===== config.mk =====
export PLATFORM = sky130hd
export DESIGN_NAME = nmea_sentence_field_extractor_core_flat
export DESIGN_NICKNAME = d
export VERILOG_FILES = /design/src/rtl/nmeafx_pkg.sv /design/src/rtl/nmeafx_in_if.sv /design/src/rtl/nmeafx_out_if.sv /design/src/rtl/nmeafx_conv.sv /design/src/rtl/nmea_sentence_field_extractor_core.sv /design/src/flat_wrapper.sv
export SDC_FILE = /design/constraint.sdc
export NUM_CORES = 1
export LEC_CHECK = 0
export BUFFER_PORTS_ARGS = -buffer_cell sky130_fd_sc_hd__buf_2
export CORE_ASPECT_RATIO = 1.25
export CORE_MARGIN = 2
export CORE_UTILIZATION = 58
export DETAILED_ROUTE_END_ITERATION = 6
export HOLD_SLACK_MARGIN = 0.06
export PLACE_DENSITY = 0.79
export SETUP_SLACK_MARGIN = 0.5
export SLEW_MARGIN = 0
export SYNTH_ARGS = -nofsm -noshare
export SYNTH_HDL_FRONTEND = slang
export SYNTH_SLANG_ARGS = --single-unit

===== constraint.sdc =====
create_clock -name clk -period 5.54 [get_ports clk]
set_clock_uncertainty 0.1 [all_clocks]
set_input_delay 0.277 -clock clk [delete_from_list [all_inputs] [get_ports clk]]
set_output_delay 0.277 -clock clk [all_outputs]
set_load 0.02 [all_outputs]

===== src/rtl/nmeafx_pkg.sv =====
`timescale 1ns / 1ps
// Shared types, constants and helper functions of the NMEA field extractor.
package nmeafx_pkg;

  typedef logic [7:0] char_t;

  // Quantity codes carried on the result channel.
  typedef enum logic [2:0] {
    Q_GROUND_SPEED = 3'd0,
    Q_COURSE       = 3'd1,
    Q_RANGE        = 3'd2,
    Q_CLOSING_VEL  = 3'd3,
    Q_HEADING      = 3'd4
  } quantity_t;

  // Running state of the decimal-to-fixed-point conversion of one field.
  typedef struct packed {
    logic [31:0] mag;           // absolute value in thousandths, saturates at 2^31
    logic [1:0]  frac_cnt;      // fraction digits taken so far
    logic        frac_started;  // a dot has been seen
    logic        neg;           // a leading minus sign has been seen
    logic        stopped;       // an invalid character ended conversion
    logic        chars;         // the field holds at least one character
  } conv_t;

  localparam logic [2:0]  PrefixLen = 3'd6;
  localparam logic [3:0]  FieldMax  = 4'd15;
  localparam logic [31:0] MagLimit  = 32'h8000_0000;
  localparam logic [31:0] PosLimit  = 32'h7FFF_FFFF;

  localparam logic [47:0] PrefixRmc = "$GPRMC";
  localparam logic [47:0] PrefixRmb = "$ECRMB";
  localparam logic [47:0] PrefixApb = "$ECAPB";

  localparam char_t ChComma = ",";
  localparam char_t ChDot   = ".";
  localparam char_t ChPlus  = "+";
  localparam char_t ChMinus = "-";
  localparam char_t ChZero  = "0";
  localparam char_t ChNine  = "9";

  // Character at a position of a six-character prefix, first character first.
  function automatic char_t prefix_char(input logic [47:0] text, input logic [2:0] pos);
    char_t c;
    case (pos)
      3'd0:    c = text[47:40];
      3'd1:    c = text[39:32];
      3'd2:    c = text[31:24];
      3'd3:    c = text[23:16];
      3'd4:    c = text[15:8];
      default: c = text[7:0];
    endcase
    return c;
  endfunction

endpackage


===== src/rtl/nmeafx_in_if.sv =====
`timescale 1ns / 1ps
// Input channel interface: one sentence character per transaction.
interface nmeafx_in_if;
  logic       valid;
  logic       ready;
  logic [7:0] data_byte;
  logic       end_of_packet;

  modport source (output valid, output data_byte, output end_of_packet, input ready);
  modport sink   (input valid, input data_byte, input end_of_packet, output ready);
endinterface


===== src/rtl/nmeafx_out_if.sv =====
`timescale 1ns / 1ps
// Result channel interface: one extracted field value per transaction.
interface nmeafx_out_if;
  logic               valid;
  logic               ready;
  logic [2:0]         quantity;
  logic signed [31:0] fixed_value;

  modport source (output valid, output quantity, output fixed_value, input ready);
  modport sink   (input valid, input quantity, input fixed_value, output ready);
endinterface


===== src/rtl/nmeafx_conv.sv =====
`timescale 1ns / 1ps
// Next-state logic of the decimal text to fixed-point conversion of one character.
module nmeafx_conv (
  input  nmeafx_pkg::char_t data_byte,
  input  nmeafx_pkg::conv_t cur,
  output nmeafx_pkg::conv_t nxt
);

  logic        is_digit;
  logic [3:0]  digit;
  logic [35:0] int_sum;
  logic [32:0] frac_sum;
  logic [9:0]  frac_weight;

  assign is_digit = (data_byte >= nmeafx_pkg::ChZero) && (data_byte <= nmeafx_pkg::ChNine);
  assign digit    = 4'(data_byte - nmeafx_pkg::ChZero);

  // Integer digit: mag*10 + d*1000, with mag*10 formed as two shifts.
  assign int_sum = {1'b0, cur.mag, 3'b000} + {3'b000, cur.mag, 1'b0}
                 + 36'(digit) * 36'd1000;

  always_comb begin
    case (cur.frac_cnt)
      2'd0:    frac_weight = 10'd100;
      2'd1:    frac_weight = 10'd10;
      default: frac_weight = 10'd1;
    endcase
  end

  assign frac_sum = {1'b0, cur.mag} + 33'(14'(digit) * 14'(frac_weight));

  always_comb begin
    nxt       = cur;
    nxt.chars = 1'b1;
    if (!cur.stopped) begin
      if (is_digit) begin
        if (!cur.frac_started) begin
          nxt.mag = (int_sum > 36'(nmeafx_pkg::MagLimit)) ? nmeafx_pkg::MagLimit
                                                          : int_sum[31:0];
        end else if (cur.frac_cnt != 2'd3) begin
          nxt.mag      = (frac_sum > 33'(nmeafx_pkg::MagLimit)) ? nmeafx_pkg::MagLimit
                                                                : frac_sum[31:0];
          nxt.frac_cnt = cur.frac_cnt + 2'd1;
        end
      end else if ((data_byte == nmeafx_pkg::ChPlus || data_byte == nmeafx_pkg::ChMinus)
                   && !cur.chars) begin
        nxt.neg = (data_byte == nmeafx_pkg::ChMinus);
      end else if (data_byte == nmeafx_pkg::ChDot && !cur.frac_started) begin
        nxt.frac_started = 1'b1;
      end else begin
        nxt.stopped = 1'b1;
      end
    end
  end

endmodule


===== src/rtl/nmea_sentence_field_extractor_core.sv =====
`timescale 1ns / 1ps
// Top level of the NMEA sentence field extractor.

// The core takes an NMEA sentence one character per input transaction, with
// end_of_packet marking the last character, after which all parsing state
// returns to its reset value. The first six characters must be $GPRMC, $ECRMB
// or $ECAPB; any other prefix makes the core ignore the rest of the packet.
// Fields are counted by commas, and the chosen fields (RMC 7 and 8, RMB 10 and
// 12, APB 13) are converted from decimal text to signed fixed point in
// thousandths, saturated to the 32-bit limits. A result transaction is issued
// when a chosen field is closed by a comma; a field closed by the end of the
// packet gives no result, and an empty field gives zero. The core takes one
// input transaction per clock cycle for as long as the result register is
// empty or being drained in the same cycle; the result is valid in the cycle
// after the closing comma is accepted. Only a result waiting on a stalled
// output holds the input side back.
module nmea_sentence_field_extractor_core (
  input  logic                clk,
  input  logic                rst_n,
  nmeafx_in_if.sink           in_chan,
  nmeafx_out_if.source        out_chan
);

  logic [2:0]            prefix_pos_r, prefix_pos_nxt;
  logic [2:0]            cands_r, cands_nxt;
  logic [3:0]            field_r, field_nxt;
  nmeafx_pkg::conv_t     conv_r, conv_nxt, conv_step;

  logic                  out_valid_r, out_valid_nxt;
  nmeafx_pkg::quantity_t out_qty_r, out_qty_nxt;
  logic [31:0]           out_val_r, out_val_nxt;

  logic                  in_fire;
  logic                  qty_hit;
  nmeafx_pkg::quantity_t qty_sel;
  logic [31:0]           signed_bits;

  // The core accepts a character whenever the result register can take a
  // new value in the same cycle.
  assign in_chan.ready = !out_valid_r || out_chan.ready;
  assign in_fire       = in_chan.valid && in_chan.ready;

  nmeafx_conv u_conv (
    .data_byte (in_chan.data_byte),
    .cur       (conv_r),
    .nxt       (conv_step)
  );

  // Which quantity, if any, the current field carries. The lowest surviving
  // prefix candidate decides.
  always_comb begin
    qty_hit = 1'b0;
    qty_sel = nmeafx_pkg::Q_GROUND_SPEED;
    if (cands_r[0]) begin
      if (field_r == 4'd7) begin
        qty_hit = 1'b1;
        qty_sel = nmeafx_pkg::Q_GROUND_SPEED;
      end else if (field_r == 4'd8) begin
        qty_hit = 1'b1;
        qty_sel = nmeafx_pkg::Q_COURSE;
      end
    end else if (cands_r[1]) begin
      if (field_r == 4'd10) begin
        qty_hit = 1'b1;
        qty_sel = nmeafx_pkg::Q_RANGE;
      end else if (field_r == 4'd12) begin
        qty_hit = 1'b1;
        qty_sel = nmeafx_pkg::Q_CLOSING_VEL;
      end
    end else if (cands_r[2]) begin
      if (field_r == 4'd13) begin
        qty_hit = 1'b1;
        qty_sel = nmeafx_pkg::Q_HEADING;
      end
    end
  end

  // A negative value is the two's complement of the magnitude; a positive one
  // is clamped to the largest positive value.
  assign signed_bits = conv_r.neg ? (32'd0 - conv_r.mag)
                     : ((conv_r.mag > nmeafx_pkg::PosLimit) ? nmeafx_pkg::PosLimit
                                                            : conv_r.mag);

  always_comb begin
    prefix_pos_nxt = prefix_pos_r;
    cands_nxt      = cands_r;
    field_nxt      = field_r;
    conv_nxt       = conv_r;
    out_valid_nxt  = out_valid_r && !out_chan.ready;
    out_qty_nxt    = out_qty_r;
    out_val_nxt    = out_val_r;

    if (in_fire) begin
      if (prefix_pos_r < nmeafx_pkg::PrefixLen) begin
        // Prefix matching: drop every candidate whose character differs.
        if (nmeafx_pkg::prefix_char(nmeafx_pkg::PrefixRmc, prefix_pos_r) != in_chan.data_byte)
          cands_nxt[0] = 1'b0;
        if (nmeafx_pkg::prefix_char(nmeafx_pkg::PrefixRmb, prefix_pos_r) != in_chan.data_byte)
          cands_nxt[1] = 1'b0;
        if (nmeafx_pkg::prefix_char(nmeafx_pkg::PrefixApb, prefix_pos_r) != in_chan.data_byte)
          cands_nxt[2] = 1'b0;
        prefix_pos_nxt = prefix_pos_r + 3'd1;
      end else if (cands_r != 3'b000) begin
        if (in_chan.data_byte == nmeafx_pkg::ChComma) begin
          // A comma closes the field: report it if chosen, then start afresh.
          if (qty_hit) begin
            out_valid_nxt = 1'b1;
            out_qty_nxt   = qty_sel;
            out_val_nxt   = signed_bits;
          end
          conv_nxt = '0;
          if (field_r != nmeafx_pkg::FieldMax)
            field_nxt = field_r + 4'd1;
        end else begin
          conv_nxt = conv_step;
        end
      end

      // The last character of a packet returns the parser to its start.
      if (in_chan.end_of_packet) begin
        prefix_pos_nxt = '0;
        cands_nxt      = 3'b111;
        field_nxt      = '0;
        conv_nxt       = '0;
      end
    end
  end

  always_ff @(posedge clk) begin
    if (!rst_n) begin
      prefix_pos_r <= '0;
      cands_r      <= 3'b111;
      field_r      <= '0;
      conv_r       <= '0;
      out_valid_r  <= 1'b0;
    end else begin
      prefix_pos_r <= prefix_pos_nxt;
      cands_r      <= cands_nxt;
      field_r      <= field_nxt;
      conv_r       <= conv_nxt;
      out_valid_r  <= out_valid_nxt;
    end
  end

  // The result payload needs no reset; it is qualified by out_valid_r.
  always_ff @(posedge clk) begin
    out_qty_r <= out_qty_nxt;
    out_val_r <= out_val_nxt;
  end

  assign out_chan.valid       = out_valid_r;
  assign out_chan.quantity    = out_qty_r;
  assign out_chan.fixed_value = out_val_r;

`ifndef ASSERT_OFF
  // A pending result that is not being taken never coexists with an accepted character.
  a_no_overrun: assert property (@(posedge clk) disable iff (!rst_n)
    !(in_fire && out_valid_r && !out_chan.ready))
    else $error("input accepted while result register was stalled");

  // A new result only follows an accepted comma.
  a_result_from_comma: assert property (@(posedge clk) disable iff (!rst_n)
    (!out_valid_r || out_chan.ready) && out_valid_nxt |->
      (in_fire && in_chan.data_byte == nmeafx_pkg::ChComma))
    else $error("result produced without a closing comma");

  // The end of a packet returns prefix and field tracking to the start.
  a_eop_restart: assert property (@(posedge clk) disable iff (!rst_n)
    in_fire && in_chan.end_of_packet |=>
      (prefix_pos_r == 3'd0 && cands_r == 3'b111 && field_r == 4'd0))
    else $error("parser state not cleared after end of packet");

  // Within a packet, prefix candidates are only ever removed.
  a_cands_shrink: assert property (@(posedge clk) disable iff (!rst_n)
    in_fire && !in_chan.end_of_packet |=> ((cands_r & ~$past(cands_r)) == 3'b000))
    else $error("prefix candidate reappeared within a packet");
`endif

endmodule


===== src/flat_wrapper.sv =====
// flat-port wrapper written by rule: the top's interface ports become plain ports
module nmea_sentence_field_extractor_core_flat 
  (clk, rst_n, in_chan_valid, in_chan_data_byte, in_chan_end_of_packet, in_chan_ready, out_chan_valid, out_chan_quantity, out_chan_fixed_value, out_chan_ready);
  nmeafx_in_if in_chan_i ();
  nmeafx_out_if out_chan_i ();
  input  logic clk;
  input  logic rst_n;
  input wire logic [$bits(in_chan_i.valid)-1:0] in_chan_valid;
  input wire logic [$bits(in_chan_i.data_byte)-1:0] in_chan_data_byte;
  input wire logic [$bits(in_chan_i.end_of_packet)-1:0] in_chan_end_of_packet;
  output wire logic [$bits(in_chan_i.ready)-1:0] in_chan_ready;
  output wire logic [$bits(out_chan_i.valid)-1:0] out_chan_valid;
  output wire logic [$bits(out_chan_i.quantity)-1:0] out_chan_quantity;
  output wire logic [$bits(out_chan_i.fixed_value)-1:0] out_chan_fixed_value;
  input wire logic [$bits(out_chan_i.ready)-1:0] out_chan_ready;
  assign in_chan_i.valid = in_chan_valid;
  assign in_chan_i.data_byte = in_chan_data_byte;
  assign in_chan_i.end_of_packet = in_chan_end_of_packet;
  assign in_chan_ready = in_chan_i.ready;
  assign out_chan_valid = out_chan_i.valid;
  assign out_chan_quantity = out_chan_i.quantity;
  assign out_chan_fixed_value = out_chan_i.fixed_value;
  assign out_chan_i.ready = out_chan_ready;
  nmea_sentence_field_extractor_core u_core (.clk(clk), .rst_n(rst_n), .in_chan(in_chan_i), .out_chan(out_chan_i));
endmodule

==> results.sh <==
export IMPL_status="finished with violations"
export IMPL_violations="DRC, setup timing"
export IMPL_grt_pass1_vias=10600
export IMPL_crit_path_max_fanout=11
export IMPL_worstSetupEndpointType="register"
export IMPL_seq_area_sq_um=2040
export IMPL_grt_max_degree=36
export IMPL_worstSetupPathType="input pin to register"
export IMPL_vdd_ir_drop_max_mv=0.188
export IMPL_clock_latency_ns=0.36
export IMPL_p_per_area_nw_per_um2=179
export IMPL_multiInputGateArea_sq_um=8040
export IMPL_cellLeakagePower_uw=0.00534
export IMPL_htree_levels=3
export IMPL_nFillCells=1206
export IMPL_ff2ff_path_depth=20
export IMPL_netlist_area_sq_um=10100
export IMPL_min_to="u_core.out_chan.valid"
export IMPL_synth_cell_type_count=84
export IMPL_setup_viol=24
export IMPL_drt_initial_drc_count=1136
export IMPL_synthToLayoutAreaGrowth_pct=22.8
export IMPL_grt_use_total_pct=34.7
export IMPL_die_area_sq_um=18500
export IMPL_final_common_cell="nand2_1"
export IMPL_grt_pass1_wl_um=51200
export IMPL_cp_slowest_cell="fa_1"
export IMPL_layout_common_cells="nand2_1 (120), buf_4 (114), nor2_1 (96), ha_1 (96), a21oi_1 (90)"
export IMPL_slew_headroom_pct=26.5
export IMPL_async_reset_ff_share_pct=0
export IMPL_rows=53
export IMPL_pre_cts_ws_ns=-0.518
export IMPL_wl_per_cell_um=20.3
export IMPL_layout_min_cycle_time_ns=5.76
export IMPL_postCtsHoldBufs=0
export IMPL_syn_area_per_cell_sq_um=7.81
export IMPL_cts_num_sinks=84
export IMPL_hold_class="input pin to register"
export IMPL_final_antenna_net_count=0
export IMPL_cts_clk_slew_worst_paths_ns=0.07
export IMPL_drive_gt1_share_pct=22.5
export IMPL_rsz0062_at_grt="true"
export IMPL_grt_antenna_before_repair=1
export IMPL_final_util_pct=73.4
export IMPL_portBuffers=49
export IMPL_arrival_ns=5.94
export IMPL_synth_edff_count=35
export IMPL_cts_made_buffers=9
export IMPL_worstHoldStart="out_chan_ready"
export IMPL_drt_pass1_iterations=7
export IMPL_route_detailed_drc=1
export IMPL_cp_required_ns=5.72
export IMPL_maxCapViolCount=0
export IMPL_tightest_slew_ns=1.10
export IMPL_core_region_area_sq_um=16900
export IMPL_rrSetupSlack_ns=-0.06
export IMPL_fin_crit_sh_pct=104
export IMPL_synthFlopType="dfxtp_1"
export IMPL_gr_total_overflow=0
export IMPL_die_h_um=152
export IMPL_cts_root_buffer="clkbuf_16"
export IMPL_synthCells=1293
export IMPL_vias=11000
export IMPL_nNetsFinal=1565
export IMPL_holdPathStages=3
export IMPL_cts_tree="done"
export IMPL_fmax_mhz=174
export IMPL_gp_congestion=0.989
export IMPL_r2r_start="u_core.conv_r[4]"
export IMPL_start_kind="input pin"
export IMPL_io_pins=50
export IMPL_synth_nets=1447
export IMPL_ys_seq_area_share_pct=20.1
export IMPL_clockBufferDepth=2
export IMPL_r2r_end="u_core.conv_r[14]"
export IMPL_yosys_warnings=0
export IMPL_die_w_um=122
export IMPL_start_util_pct=59.7
export IMPL_postLayoutSetupSlackWorst_ns=-0.215
export IMPL_vias_per_cell=6.70
export IMPL_hold_viol=0
export IMPL_routed_wl_um=33300
export IMPL_yosys_register_bits=84
export IMPL_place_hpwl_um=23200
export IMPL_maxSlewViolCount=0
export IMPL_cpPeakStageDelay_ns=0.57
==> Yosys cell counts, types with 12 or more instances <==
cell	number	area (sq um)
a21oi_1	107	536
dfxtp_1	49	981
nor3_1	55	275
inv_1	92	345
and3_1	13	81.3
nand3_1	33	165
a211oi_1	19	143
o211ai_1	16	120
nor2_1	98	368
mux2i_1	13	130
ha_1	108	1350
clkbuf_1	56	210
edfxtp_1	35	1050
nand2_1	125	469
buf_2	12	60.1
or3_1	17	106
a21o_1	19	143
fa_1	33	661
o21ai_0	71	355
nor4_1	19	119
and2_1	13	81.3
o21a_1	12	90.1
xnor2_1	35	307
xor2_1	15	131
nand4_1	19	119
a31oi_1	34	213
==> registers in the layout (all words and copies together) (netlist names) <==
signal / flops
u_core.cands_r: 3
u_core.conv_r: 38
u_core.field_r: 4
u_core.out_chan.fixed_value: 32
u_core.out_chan.quantity: 3
u_core.out_chan.valid: 1
u_core.prefix_pos_r: 3
==> where the power goes <==
group / internal [uW] / switching [uW] / total (uW)
registers: 646 / 17.2 / 663
logic: 402 / 485 / 887
clock network: 395 / 281 / 676
total: 1440 / 783 / 2230
==> layer usage <==
layer  vias to the layer above  track usage [%]  wire length [um]
li1                       4992                -                 -
met1                      5089             37.9             11800
met2                       651             59.5             15900
met3                       244             5.65              2530
met4                         0             27.5              3090
met5                         -                0                 0
==> per-stage QoR <==
stage	std cells	setup TNS (ns)	instance area [sq um]	hold slack, ns	power [uW]
2_1_floorplan	1293	-0.00971	10200	0.337	1190
3_3_place_gp	1591	-6.08	11200	0.349	1420
3_5_place_dp	1591	-11.33	11200	0.354	1450
4_1_cts	1623	0	12000	0.167	2150
5_1_grt	1637	-9.12	12400	0.193	2320
6_report	1637	-3.18	12400	0.166	2230
==> repair_timing <==
| action | CTS | global route |
|---|---|---|
| resized for setup | 70 | 60 |
| cloned | 2 | 2 |
| setup endpoints to repair | 32 | 32 |
| buffers inserted | 14 | 11 |
| pin swaps | 33 | 33 |
==> layout make-up <==
class | count | area share [%]
multi-input cells | 1044 | 64.8
flip-flops and latches | 84 | 16.4
repair buffers | 179 | 11.0
inverters | 93 | 2.83
clock buffers | 11 | 2.13
well taps | 220 | 2.22
diodes | 1 | 0.0202
clock inverters | 5 | 0.504
==> how the worst max path moves through the flow <==
stage                              start                end  slack (ns)  cells after the start
finish              in_chan_data_byte[3]  u_core.conv_r[23]       -0.22                     29
global route        in_chan_data_byte[3]  u_core.conv_r[23]       -0.43                     30
floorplan           in_chan_data_byte[3]  u_core.conv_r[36]      -0.004                     24
global placement    in_chan_data_byte[3]  u_core.conv_r[35]       -0.27                     27
CTS                 in_chan_data_byte[3]  u_core.conv_r[31]        0.03                     29
detailed placement  in_chan_data_byte[3]  u_core.conv_r[35]       -0.52                     28
==> logic make-up (layout without fill, tap and decap cells) <==
group           after synthesis  after routing  synth area share [%]
simple gates                459            459                  22.9
compound gates              377            378                  24.6
fa+ha+maj                   141            141                  19.9
other cells                   0              1                     0
xor+xnor                     50             50                  4.34
mux                          16             16                  1.62
flops                        84             84                  20.1
buf+inv                     166            288                  6.55
==> worst max-delay path, delay by kind of cell <==
kind,cells,cell delay (ns)
AOI/OAI and AO/OA,8,1.35
xor gates and xnor gates,1,0.10
adders and majority gates,5,2.10
buffers and inverters,7,0.60
and+or+nand+nor,8,1.50
No activity file was read; power rests on OpenSTA's default activity.
